File: src/hw/rtl/lprt_pkg.sv
// ============================================================================
// lprt_pkg: shared codes and control types for the longest-prefix route table
// Operation and status codes, plus the command/status bundles that join the
// controller and the datapath.
// ============================================================================
package lprt_pkg;

   localparam int MODE_BITS   = 2;
   localparam int STATUS_BITS = 2;

   // operation codes
   localparam logic [MODE_BITS-1:0] MODE_LOOKUP = 2'd0;
   localparam logic [MODE_BITS-1:0] MODE_INSERT = 2'd1;
   localparam logic [MODE_BITS-1:0] MODE_DELETE = 2'd2;

   // result status codes
   localparam logic [STATUS_BITS-1:0] STATUS_OK     = 2'd0;
   localparam logic [STATUS_BITS-1:0] STATUS_FULL   = 2'd1;
   localparam logic [STATUS_BITS-1:0] STATUS_ABSENT = 2'd2;

   // controller -> datapath
   typedef struct packed {
      logic start;   // latch a request, launch the table scan
      logic clear;   // write one empty entry of the init sweep
      logic commit;  // write back and load the response register
   } cmd_type;

   // datapath -> controller
   typedef struct packed {
      logic clear_last;  // init sweep at last entry
      logic scan_last;   // last entry is being evaluated
      logic rsp_free;    // response register can take a result
   } stat_type;

endpackage

File: src/hw/rtl/lprt_req_if.sv
// ============================================================================
// lprt_req_if: request channel of the route table
// Valid/ready handshake carrying one table operation per transaction.
// ============================================================================
interface lprt_req_if #(
   parameter int ADDRESS_BITS = 16,
   parameter int LEN_BITS     = 5,
   parameter int HOP_BITS     = 8
);
   logic                           valid;
   logic                           ready;
   logic [lprt_pkg::MODE_BITS-1:0] mode;
   logic [ADDRESS_BITS-1:0]        address;
   logic [LEN_BITS-1:0]            prefix_length;
   logic [HOP_BITS-1:0]            next_hop;

   modport source (output valid, output mode, output address, output prefix_length,
                   output next_hop, input ready);
   modport sink   (input valid, input mode, input address, input prefix_length,
                   input next_hop, output ready);
endinterface

File: src/hw/rtl/lprt_rsp_if.sv
// ============================================================================
// lprt_rsp_if: response channel of the route table
// Valid/ready handshake carrying one result per transaction.
// ============================================================================
interface lprt_rsp_if #(
   parameter int HOP_BITS = 8
);
   logic                             valid;
   logic                             ready;
   logic                             hit;
   logic [HOP_BITS-1:0]              hop_out;
   logic [lprt_pkg::STATUS_BITS-1:0] status;

   modport source (output valid, output hit, output hop_out, output status, input ready);
   modport sink   (input valid, input hit, input hop_out, input status, output ready);
endinterface

File: src/hw/rtl/lprt_ctrl.sv
// ============================================================================
// lprt_ctrl: route table controller
// Sequences the init sweep, request accept, table scan and write-back.
// ============================================================================
module lprt_ctrl (
   input  logic               clock,
   input  logic               reset,
   input  logic               req_valid,
   output logic               req_ready,
   input  lprt_pkg::stat_type stat,
   output lprt_pkg::cmd_type  cmd
);
   import lprt_pkg::*;

   typedef enum logic [1:0] {
      S_CLEAR,
      S_IDLE,
      S_SCAN,
      S_COMMIT
   } state_type;

   state_type state_ff, state_in;
   logic      ready_ff, ready_in;

   always_comb begin
      state_in   = state_ff;
      ready_in   = ready_ff;
      cmd        = '0;
      unique case (state_ff)
         S_CLEAR: begin
            cmd.clear = 1'b1;
            if (stat.clear_last) begin
               state_in = S_IDLE;
               ready_in = 1'b1;
            end
         end
         S_IDLE: begin
            cmd.start = req_valid && ready_ff;
            if (req_valid && ready_ff) begin
               state_in = S_SCAN;
               ready_in = 1'b0;
            end
         end
         S_SCAN: begin
            if (stat.scan_last) begin
               state_in = S_COMMIT;
            end
         end
         S_COMMIT: begin
            cmd.commit = stat.rsp_free;
            if (stat.rsp_free) begin
               state_in = S_IDLE;
               ready_in = 1'b1;
            end
         end
         default: begin
            state_in = S_CLEAR;
            ready_in = 1'b0;
         end
      endcase
   end

   always_ff @(posedge clock) begin
      if (reset) begin
         state_ff <= S_CLEAR;
         ready_ff <= 1'b0;
      end else begin
         state_ff <= state_in;
         ready_ff <= ready_in;
      end
   end

   assign req_ready = ready_ff;

endmodule

File: src/hw/rtl/lprt_datapath.sv
// ============================================================================
// lprt_datapath: route table storage, scan and response register
// Entry memory with one registered read per cycle, match tracking and the
// write-back/response logic.
// ============================================================================
module lprt_datapath #(
   parameter int ENTRIES      = 64,
   parameter int ADDRESS_BITS = 16,
   parameter int HOP_BITS     = 8,
   parameter int LEN_BITS     = 5
) (
   input  logic                             clock,
   input  logic                             reset,
   input  lprt_pkg::cmd_type                cmd,
   output lprt_pkg::stat_type               stat,
   input  logic [lprt_pkg::MODE_BITS-1:0]   req_mode,
   input  logic [ADDRESS_BITS-1:0]          req_address,
   input  logic [LEN_BITS-1:0]              req_prefix_length,
   input  logic [HOP_BITS-1:0]              req_next_hop,
   output logic                             rsp_valid,
   input  logic                             rsp_ready,
   output logic                             rsp_hit,
   output logic [HOP_BITS-1:0]              rsp_hop_out,
   output logic [lprt_pkg::STATUS_BITS-1:0] rsp_status
);
   import lprt_pkg::*;

   localparam int IDX_BITS = $clog2(ENTRIES);
   localparam int WORD_BITS = 1 + ADDRESS_BITS + LEN_BITS + HOP_BITS;
   localparam logic [IDX_BITS-1:0] LAST_IDX = IDX_BITS'(ENTRIES - 1);
   localparam logic [LEN_BITS-1:0] MAX_LEN = LEN_BITS'(ADDRESS_BITS);

   // keeps the top len bits of an address
   function automatic logic [ADDRESS_BITS-1:0] top_mask(input logic [LEN_BITS-1:0] len);
      top_mask = ~({ADDRESS_BITS{1'b1}} >> len);
   endfunction

   // entry memory: {valid, prefix, length, hop}
   logic [WORD_BITS-1:0] mem [ENTRIES];
   logic [WORD_BITS-1:0] rd_data_ff;

   // latched request
   logic [MODE_BITS-1:0]    op_mode_ff;
   logic [ADDRESS_BITS-1:0] op_addr_ff;
   logic [LEN_BITS-1:0]     op_len_ff;
   logic [HOP_BITS-1:0]     op_hop_ff;

   // scan pipeline
   logic                issue_ff;
   logic [IDX_BITS-1:0] issue_idx_ff;
   logic                eval_ff;
   logic [IDX_BITS-1:0] eval_idx_ff;
   logic [IDX_BITS-1:0] clr_idx_ff;

   // scan results
   logic [LEN_BITS-1:0] best_len_ff;
   logic [HOP_BITS-1:0] best_hop_ff;
   logic                exact_found_ff;
   logic [IDX_BITS-1:0] exact_idx_ff;
   logic                free_found_ff;
   logic [IDX_BITS-1:0] free_idx_ff;

   // response register
   logic                   rsp_valid_ff;
   logic                   rsp_hit_ff;
   logic [HOP_BITS-1:0]    rsp_hop_ff;
   logic [STATUS_BITS-1:0] rsp_status_ff;

   logic                    e_valid;
   logic [ADDRESS_BITS-1:0] e_pfx;
   logic [LEN_BITS-1:0]     e_len;
   logic [HOP_BITS-1:0]     e_hop;
   logic [ADDRESS_BITS-1:0] op_pfx;
   logic [LEN_BITS-1:0]     len_sat;
   logic                    exact_match;
   logic                    route_match;

   logic                 wr_en;
   logic [IDX_BITS-1:0]  wr_addr;
   logic [WORD_BITS-1:0] wr_data;

   assign {e_valid, e_pfx, e_len, e_hop} = rd_data_ff;
   assign op_pfx  = op_addr_ff & top_mask(op_len_ff);
   assign len_sat = (req_prefix_length > MAX_LEN) ? MAX_LEN : req_prefix_length;

   assign exact_match = e_valid && (e_len == op_len_ff) && (e_pfx == op_pfx);
   assign route_match = e_valid && (e_len != '0) && ((op_addr_ff & top_mask(e_len)) == e_pfx)
                        && (e_len > best_len_ff);

   // write port: init sweep or write-back
   always_comb begin
      wr_en   = 1'b0;
      wr_addr = clr_idx_ff;
      wr_data = '0;
      if (cmd.clear) begin
         wr_en = 1'b1;
      end else if (cmd.commit && (op_len_ff != '0)) begin
         case (op_mode_ff)
            MODE_INSERT: begin
               wr_en   = exact_found_ff || free_found_ff;
               wr_addr = exact_found_ff ? exact_idx_ff : free_idx_ff;
               wr_data = {1'b1, op_pfx, op_len_ff, op_hop_ff};
            end
            MODE_DELETE: begin
               wr_en   = exact_found_ff;
               wr_addr = exact_idx_ff;
            end
            default: begin
               wr_en = 1'b0;
            end
         endcase
      end
   end

   always_ff @(posedge clock) begin
      if (wr_en) begin
         mem[wr_addr] <= wr_data;
      end
      if (issue_ff) begin
         rd_data_ff <= mem[issue_idx_ff];
      end
   end

   // request latch and scan results (payload, no reset)
   always_ff @(posedge clock) begin
      if (cmd.start) begin
         op_mode_ff     <= req_mode;
         op_addr_ff     <= req_address;
         op_len_ff      <= len_sat;
         op_hop_ff      <= req_next_hop;
         best_len_ff    <= '0;
         best_hop_ff    <= '0;
         exact_found_ff <= 1'b0;
         exact_idx_ff   <= '0;
         free_found_ff  <= 1'b0;
         free_idx_ff    <= '0;
      end else if (eval_ff) begin
         if (exact_match && !exact_found_ff) begin
            exact_found_ff <= 1'b1;
            exact_idx_ff   <= eval_idx_ff;
         end
         if (!e_valid && !free_found_ff) begin
            free_found_ff <= 1'b1;
            free_idx_ff   <= eval_idx_ff;
         end
         if (route_match) begin
            best_len_ff <= e_len;
            best_hop_ff <= e_hop;
         end
      end
   end

   // scan and sweep control
   always_ff @(posedge clock) begin
      if (reset) begin
         issue_ff     <= 1'b0;
         issue_idx_ff <= '0;
         eval_ff      <= 1'b0;
         eval_idx_ff  <= '0;
         clr_idx_ff   <= '0;
      end else begin
         eval_ff     <= issue_ff;
         eval_idx_ff <= issue_idx_ff;
         if (cmd.start) begin
            issue_ff     <= 1'b1;
            issue_idx_ff <= '0;
         end else if (issue_ff) begin
            if (issue_idx_ff == LAST_IDX) begin
               issue_ff <= 1'b0;
            end else begin
               issue_idx_ff <= issue_idx_ff + 1'b1;
            end
         end
         if (cmd.clear) begin
            clr_idx_ff <= (clr_idx_ff == LAST_IDX) ? '0 : clr_idx_ff + 1'b1;
         end
      end
   end

   // response register
   always_ff @(posedge clock) begin
      if (reset) begin
         rsp_valid_ff <= 1'b0;
      end else if (cmd.commit) begin
         rsp_valid_ff <= 1'b1;
      end else if (rsp_ready) begin
         rsp_valid_ff <= 1'b0;
      end
   end

   always_ff @(posedge clock) begin
      if (cmd.commit) begin
         rsp_hit_ff    <= 1'b0;
         rsp_hop_ff    <= '0;
         rsp_status_ff <= STATUS_OK;
         case (op_mode_ff)
            MODE_LOOKUP: begin
               rsp_hit_ff <= (best_len_ff != '0);
               rsp_hop_ff <= best_hop_ff;
            end
            MODE_INSERT: begin
               if ((op_len_ff != '0) && !exact_found_ff && !free_found_ff) begin
                  rsp_status_ff <= STATUS_FULL;
               end
            end
            MODE_DELETE: begin
               if ((op_len_ff == '0) || !exact_found_ff) begin
                  rsp_status_ff <= STATUS_ABSENT;
               end
            end
            default: begin
               rsp_status_ff <= STATUS_OK;
            end
         endcase
      end
   end

   assign stat.clear_last = (clr_idx_ff == LAST_IDX);
   assign stat.scan_last  = eval_ff && (eval_idx_ff == LAST_IDX);
   assign stat.rsp_free   = !rsp_valid_ff || rsp_ready;

   assign rsp_valid   = rsp_valid_ff;
   assign rsp_hit     = rsp_hit_ff;
   assign rsp_hop_out = rsp_hop_ff;
   assign rsp_status  = rsp_status_ff;

endmodule

File: src/hw/rtl/longest_prefix_route_table.sv
// ============================================================================
// longest_prefix_route_table: longest-prefix-match routing table
// Stores up to ENTRIES prefixes with next hops; supports lookup, insert and
// delete, one transaction at a time.
// ============================================================================
//
//  channel   | direction | payload
//  ----------+-----------+----------------------------------------------
//  req_bus   | in        | mode, address, prefix_length, next_hop
//  rsp_bus   | out       | hit, hop_out, status
//
//  A transaction runs from accept through the scan to write-back and the
//  next accept: the entry memory has one read port, so the scan reads one
//  entry a cycle, and each read is registered before it is evaluated.
//  After reset an init sweep empties every entry of the memory, one entry a
//  cycle; req_bus.ready stays low until it ends.
//  A result parks in the response register; a new request is taken while it
//  waits, and write-back stalls only if the previous result is still there.
//
module longest_prefix_route_table #(
   parameter int ENTRIES      = 64,
   parameter int ADDRESS_BITS = 16,
   parameter int HOP_BITS     = 8
) (
   input logic    clock,
   input logic    reset,
   lprt_req_if.sink   req_bus,
   lprt_rsp_if.source rsp_bus
);
   import lprt_pkg::*;

   // prefix length field holds 0..ADDRESS_BITS
   localparam int LEN_BITS = $clog2(ADDRESS_BITS + 1);

   cmd_type  cmd;
   stat_type stat;

   // sequencing: sweep, accept, scan, write-back
   lprt_ctrl u_ctrl (
      .clock     (clock),
      .reset     (reset),
      .req_valid (req_bus.valid),
      .req_ready (req_bus.ready),
      .stat      (stat),
      .cmd       (cmd)
   );

   // storage, match tracking and response register
   lprt_datapath #(
      .ENTRIES      (ENTRIES),
      .ADDRESS_BITS (ADDRESS_BITS),
      .HOP_BITS     (HOP_BITS),
      .LEN_BITS     (LEN_BITS)
   ) u_datapath (
      .clock             (clock),
      .reset             (reset),
      .cmd               (cmd),
      .stat              (stat),
      .req_mode          (req_bus.mode),
      .req_address       (req_bus.address),
      .req_prefix_length (req_bus.prefix_length),
      .req_next_hop      (req_bus.next_hop),
      .rsp_valid         (rsp_bus.valid),
      .rsp_ready         (rsp_bus.ready),
      .rsp_hit           (rsp_bus.hit),
      .rsp_hop_out       (rsp_bus.hop_out),
      .rsp_status        (rsp_bus.status)
   );

endmodule
File: src/flat_wrapper.sv
// flat-port wrapper written by rule: the top's interface ports become plain ports
module longest_prefix_route_table_flat import lprt_pkg::*;
#(
   parameter int ENTRIES      = 64,
   parameter int ADDRESS_BITS = 16,
   parameter int HOP_BITS     = 8
)
  (clock, reset, req_bus_valid, req_bus_mode, req_bus_address, req_bus_prefix_length, req_bus_next_hop, req_bus_ready, rsp_bus_valid, rsp_bus_hit, rsp_bus_hop_out, rsp_bus_status, rsp_bus_ready);
  lprt_req_if #(.ADDRESS_BITS(ADDRESS_BITS), .HOP_BITS(HOP_BITS)) req_bus_i ();
  lprt_rsp_if #(.HOP_BITS(HOP_BITS)) rsp_bus_i ();
  input logic clock;
  input logic reset;
  input wire logic [$bits(req_bus_i.valid)-1:0] req_bus_valid;
  input wire logic [$bits(req_bus_i.mode)-1:0] req_bus_mode;
  input wire logic [$bits(req_bus_i.address)-1:0] req_bus_address;
  input wire logic [$bits(req_bus_i.prefix_length)-1:0] req_bus_prefix_length;
  input wire logic [$bits(req_bus_i.next_hop)-1:0] req_bus_next_hop;
  output wire logic [$bits(req_bus_i.ready)-1:0] req_bus_ready;
  output wire logic [$bits(rsp_bus_i.valid)-1:0] rsp_bus_valid;
  output wire logic [$bits(rsp_bus_i.hit)-1:0] rsp_bus_hit;
  output wire logic [$bits(rsp_bus_i.hop_out)-1:0] rsp_bus_hop_out;
  output wire logic [$bits(rsp_bus_i.status)-1:0] rsp_bus_status;
  input wire logic [$bits(rsp_bus_i.ready)-1:0] rsp_bus_ready;
  assign req_bus_i.valid = req_bus_valid;
  assign req_bus_i.mode = req_bus_mode;
  assign req_bus_i.address = req_bus_address;
  assign req_bus_i.prefix_length = req_bus_prefix_length;
  assign req_bus_i.next_hop = req_bus_next_hop;
  assign req_bus_ready = req_bus_i.ready;
  assign rsp_bus_valid = rsp_bus_i.valid;
  assign rsp_bus_hit = rsp_bus_i.hit;
  assign rsp_bus_hop_out = rsp_bus_i.hop_out;
  assign rsp_bus_status = rsp_bus_i.status;
  assign rsp_bus_i.ready = rsp_bus_ready;
  longest_prefix_route_table #(.ENTRIES(ENTRIES), .ADDRESS_BITS(ADDRESS_BITS), .HOP_BITS(HOP_BITS)) u_core (.clock(clock), .reset(reset), .req_bus(req_bus_i), .rsp_bus(rsp_bus_i));
endmodule
File: config.mk
export PLATFORM = sky130hd
export DESIGN_NAME = longest_prefix_route_table_flat
export DESIGN_NICKNAME = d
export VERILOG_FILES = /design/src/hw/rtl/lprt_pkg.sv /design/src/hw/rtl/lprt_req_if.sv /design/src/hw/rtl/lprt_rsp_if.sv /design/src/hw/rtl/lprt_ctrl.sv /design/src/hw/rtl/lprt_datapath.sv /design/src/hw/rtl/longest_prefix_route_table.sv /design/src/flat_wrapper.sv
export SDC_FILE = /design/constraint.sdc
export NUM_CORES = 2
export LEC_CHECK = 0
export BUFFER_PORTS_ARGS = -buffer_cell sky130_fd_sc_hd__buf_2
export CAP_MARGIN = 20
export CORE_AREA = 2 2 503 255
export DETAILED_ROUTE_END_ITERATION = 10
export DIE_AREA = 0 0 505 257
export HOLD_SLACK_MARGIN = 0.15
export PLACE_DENSITY = 0.79
export SYNTH_ARGS = -nofsm -noshare
export SYNTH_HDL_FRONTEND = slang
export SYNTH_SLANG_ARGS = --single-unit
File: constraint.sdc
create_clock -name clock -period 5.4 [get_ports clock]
set_input_delay 0.54 -clock clock [delete_from_list [all_inputs] [get_ports clock]]
set_output_delay 0.54 -clock clock [all_outputs]
set_load 0.02 [all_outputs]
==> impl_results.md <==
- Async SR Flop Fraction: 0%
- Hpwl dp: ~110000 um
- Global-route wire length before repair: between 200000 and 300000 um
- Pin count of the biggest net entering global routing: approximately 80
- Post-CTS sizing: 0
- Switch share: 20.0%
- Nets: about 3600
- RSZ-0062 raised after global routing: no
- Drt via density: ~7.3
- Seq/Total Area, Yosys: 77.3%
- Gr ovfl total: 0
- Setup TNS: 0 ps
- Layout Cells excl Fill: roughly 5400
- Yosys reg bits: just over 2000
- Final setup violation count: 0
- Die width: about 500 um
- Main synth FF type: edfxtp_1
- Crit path DAT: ~5000 ps
- Final Hold Viols: 0
- # IOs: between 40 and 50
- CP Class: flop to flop
- Minimum hold slack: 203 ps
- DRT Wirelength: 211000 um
- Post-Synthesis Cells: 3368
- Layout area overhead: 11.4%
- Synth Warn #: 0
- FILL cells: 6802
- Startpoint Class: flop
- Hold Path Depth: 2
- CP Capture Type: flop
- FP Rows: 92
- Pwr/cell area: about 340 nW/um^2
- Clk_lat worst skew: approximately 810 ps
- Max Transition Viols Final: 0
- Initial drt markers: roughly 6800
- Wire per inst: 39.2 um
- Hold WC Path Type: input port to flop
- # H-tree levels: 4
- Die area: approximately 130000 um^2
- Maximum vdd drop: between 0.0003 and 0.0004 V
- Distinct cell type count after synthesis: 63
- Total number of vias: just under 40000
- CTS Buf Count: ~170
- Clock Skew: ~25 ps
- Rel. slew slack: 17.2%
- Vias in the first global route: approximately 39000
- CTS Sinks: 2043
- Detail Route Antenna Nets: 0
- Gate power share: around 1.2%
- Worst-Margin Slew: 1240 ps
- Clock power frac: between 40% and 50%
- Fraction of layout cells with a size suffix above 1: 30.3%
- Syn avg cell area: ~23 um^2
- Worst Path Max Fanout: 30
- Tmin final: about 4600 ps
- Number of enable flip-flop cells after synthesis: between 1500 and 2000
- Port buffer count: 47
- Switching Power: roughly 6 mW
- Postcts setup bufs: 0
- Initial antenna violation count: 21
- Reg clk slew, reported paths: around 80 ps
- First-pass detailed-route iteration total: 7
- CORE AREA: around 130000 um^2
- Max Root-Sink Buffers: 3
- Residual DRC: 0
- Status: finished, final reports clean
- FMAX: roughly 0.22 GHz
- CTS tree: yes
- Syn nets: between 3000 and 4000
- Initial core utilization: between 60% and 70%
- WP data required: between 5000 and 6000 ps
- P_leak: around 30 nW
- Post-synthesis cell area: between 70000 and 80000 um^2
- Dpl cells: 5025
- Final Cycle Share: around 85%
- Final GP Congestion: approximately 0.93
- Int Pwr: ~24 mW
- Sequential share of power: ~58%
- Worst r2r path cells: 7
- Max-cap viol count: 0
- Root buffer cell: clkbuf_16
- Die height: around 260 um
- Total GRT Usage: about a third
-- layout by cell type, fill, tap and decap left out, types with 32 or more instances in the layout --
cell	netlist	routed
dfxtp_1	51	45
buf_2	63	47
o21ai_0	43	43
dlygate4sd3_1	0	32
clkinv_1	0	36
clkbuf_16	0	175
mux4_2	609	609
mux2i_1	49	49
nor2_4	0	66
nand2_1	53	53
clkbuf_1	84	39
edfxtp_1	1992	1992
nor2_1	113	47
buf_4	2	75
-- area by class of cell --
cell class              count  area (um^2)  share of cell area (%)
diodes                      6         15.0                  0.0171
clock buffers             216         4550                    5.19
clock inverters            82          726                   0.828
inverters                  19         71.3                  0.0813
multi-input cells        1132        17700                    20.2
flip-flops and latches   2043        60900                    69.4
well taps                1692         2120                    2.41
repair buffers            180         1660                    1.90
-- power groups by stage --
stage	logic, mW	registers [mW]	clock network [mW]
global route	0.371	17.3	12.8
detailed placement	0.315	17.6	0
floorplan	0.156	17.6	0
finish	0.364	17.3	12.3
global placement	0.309	17.6	0
CTS	0.343	17.3	12.3
-- critical path: stages (launching register included) --
cell and delay (ps):
edfxtp_1 580, or3_1 560, nor3_4 320, nor4b_2 100
buf_4 220, mux2i_1 440, nand3_1 780, nor2_4 1130
-- cells by family (layout without fill, tap and decap cells) --
kind of cell               Yosys count  in the layout  synth area share [%]
AOI/OAI and AO/OA                  108            108                 0.890
muxes                              683            683                  18.4
other                                0              6                     0
xor gates and xnor gates            35             35                 0.389
and+or+nand+nor                    291            291                  1.76
DFF                               2043           2043                  77.3
buffers and inverters              193            497                  1.04
adders and majority gates           15             15                 0.238
-- routing by layer --
layer  up-vias  GRT usage [%]  routed length (um)
met5         -              0                  67
met4        10           13.3               10900
met3       570           8.59               29000
met2      3511           50.4               99500
met1     20400           45.1               71200
li1      14700              -                   -
-- worst paths after layout --
kind                                                         from  slack (ps)                                 to
worst max-delay path               u_core.u_datapath.op_len_ff[3]         820       u_core.u_datapath.mem[2][18]
worst min register to register  u_core.u_datapath.exact_idx_ff[2]         480  u_core.u_datapath.exact_idx_ff[2]
worst min-delay path                                        reset         200    u_core.u_datapath.clr_idx_ff[5]
worst max register to register     u_core.u_datapath.op_len_ff[3]         820       u_core.u_datapath.mem[2][18]
-- sequential cells by signal, summed over array words and instances (netlist names), 8 cells and up --
register	count
u_core.u_datapath.mem	1920
u_core.u_datapath.rd_data_ff	30
u_core.u_datapath.op_addr_ff	16
u_core.u_datapath.best_hop_ff	8
u_core.u_datapath.op_hop_ff	8
u_core.u_datapath.rsp_hop_out	8
-- cell usage after synthesis (24+ instances only) --
cell type / instances / area share, %
edfxtp_1: 1992 / 76
mux4_2: 609 / 17
nor2_1: 113 / 0.54
clkbuf_1: 84 / 0.40
buf_2: 63 / 0.40
nand2_1: 53 / 0.25
dfxtp_1: 51 / 1.3
mux2i_1: 49 / 0.62
o21ai_0: 43 / 0.27
xor2_1: 27 / 0.30
and2_1: 24 / 0.19
buf_1: 24 / 0.11
mux2_2: 24 / 0.34
nor3_1: 24 / 0.15
-- through the flow --
| step | setup WS (ps) | total power, mW | area (um^2) | util (%) |
|---|---|---|---|---|
| final | 824 | 29.9 | 87700 | 70.0 |
| after global routing | 656 | 30.5 | 87700 | 70.0 |
| after CTS | 875 | 29.9 | 87500 | 69.8 |
| after detailed placement | 933 | 17.9 | 81900 | 65.4 |
| after global placement | 1110 | 17.9 | 81900 | 65.4 |
| after floorplan | 781 | 17.7 | 78700 | - |
-- timing repair --
| action | CTS | global route |
|---|---|---|
| hold endpoints to repair | 32 | 0 |
| setup endpoints to repair | 0 | 0 |
| hold buffers | 32 | 0 |
No activity file was read; power rests on OpenSTA's default activity.
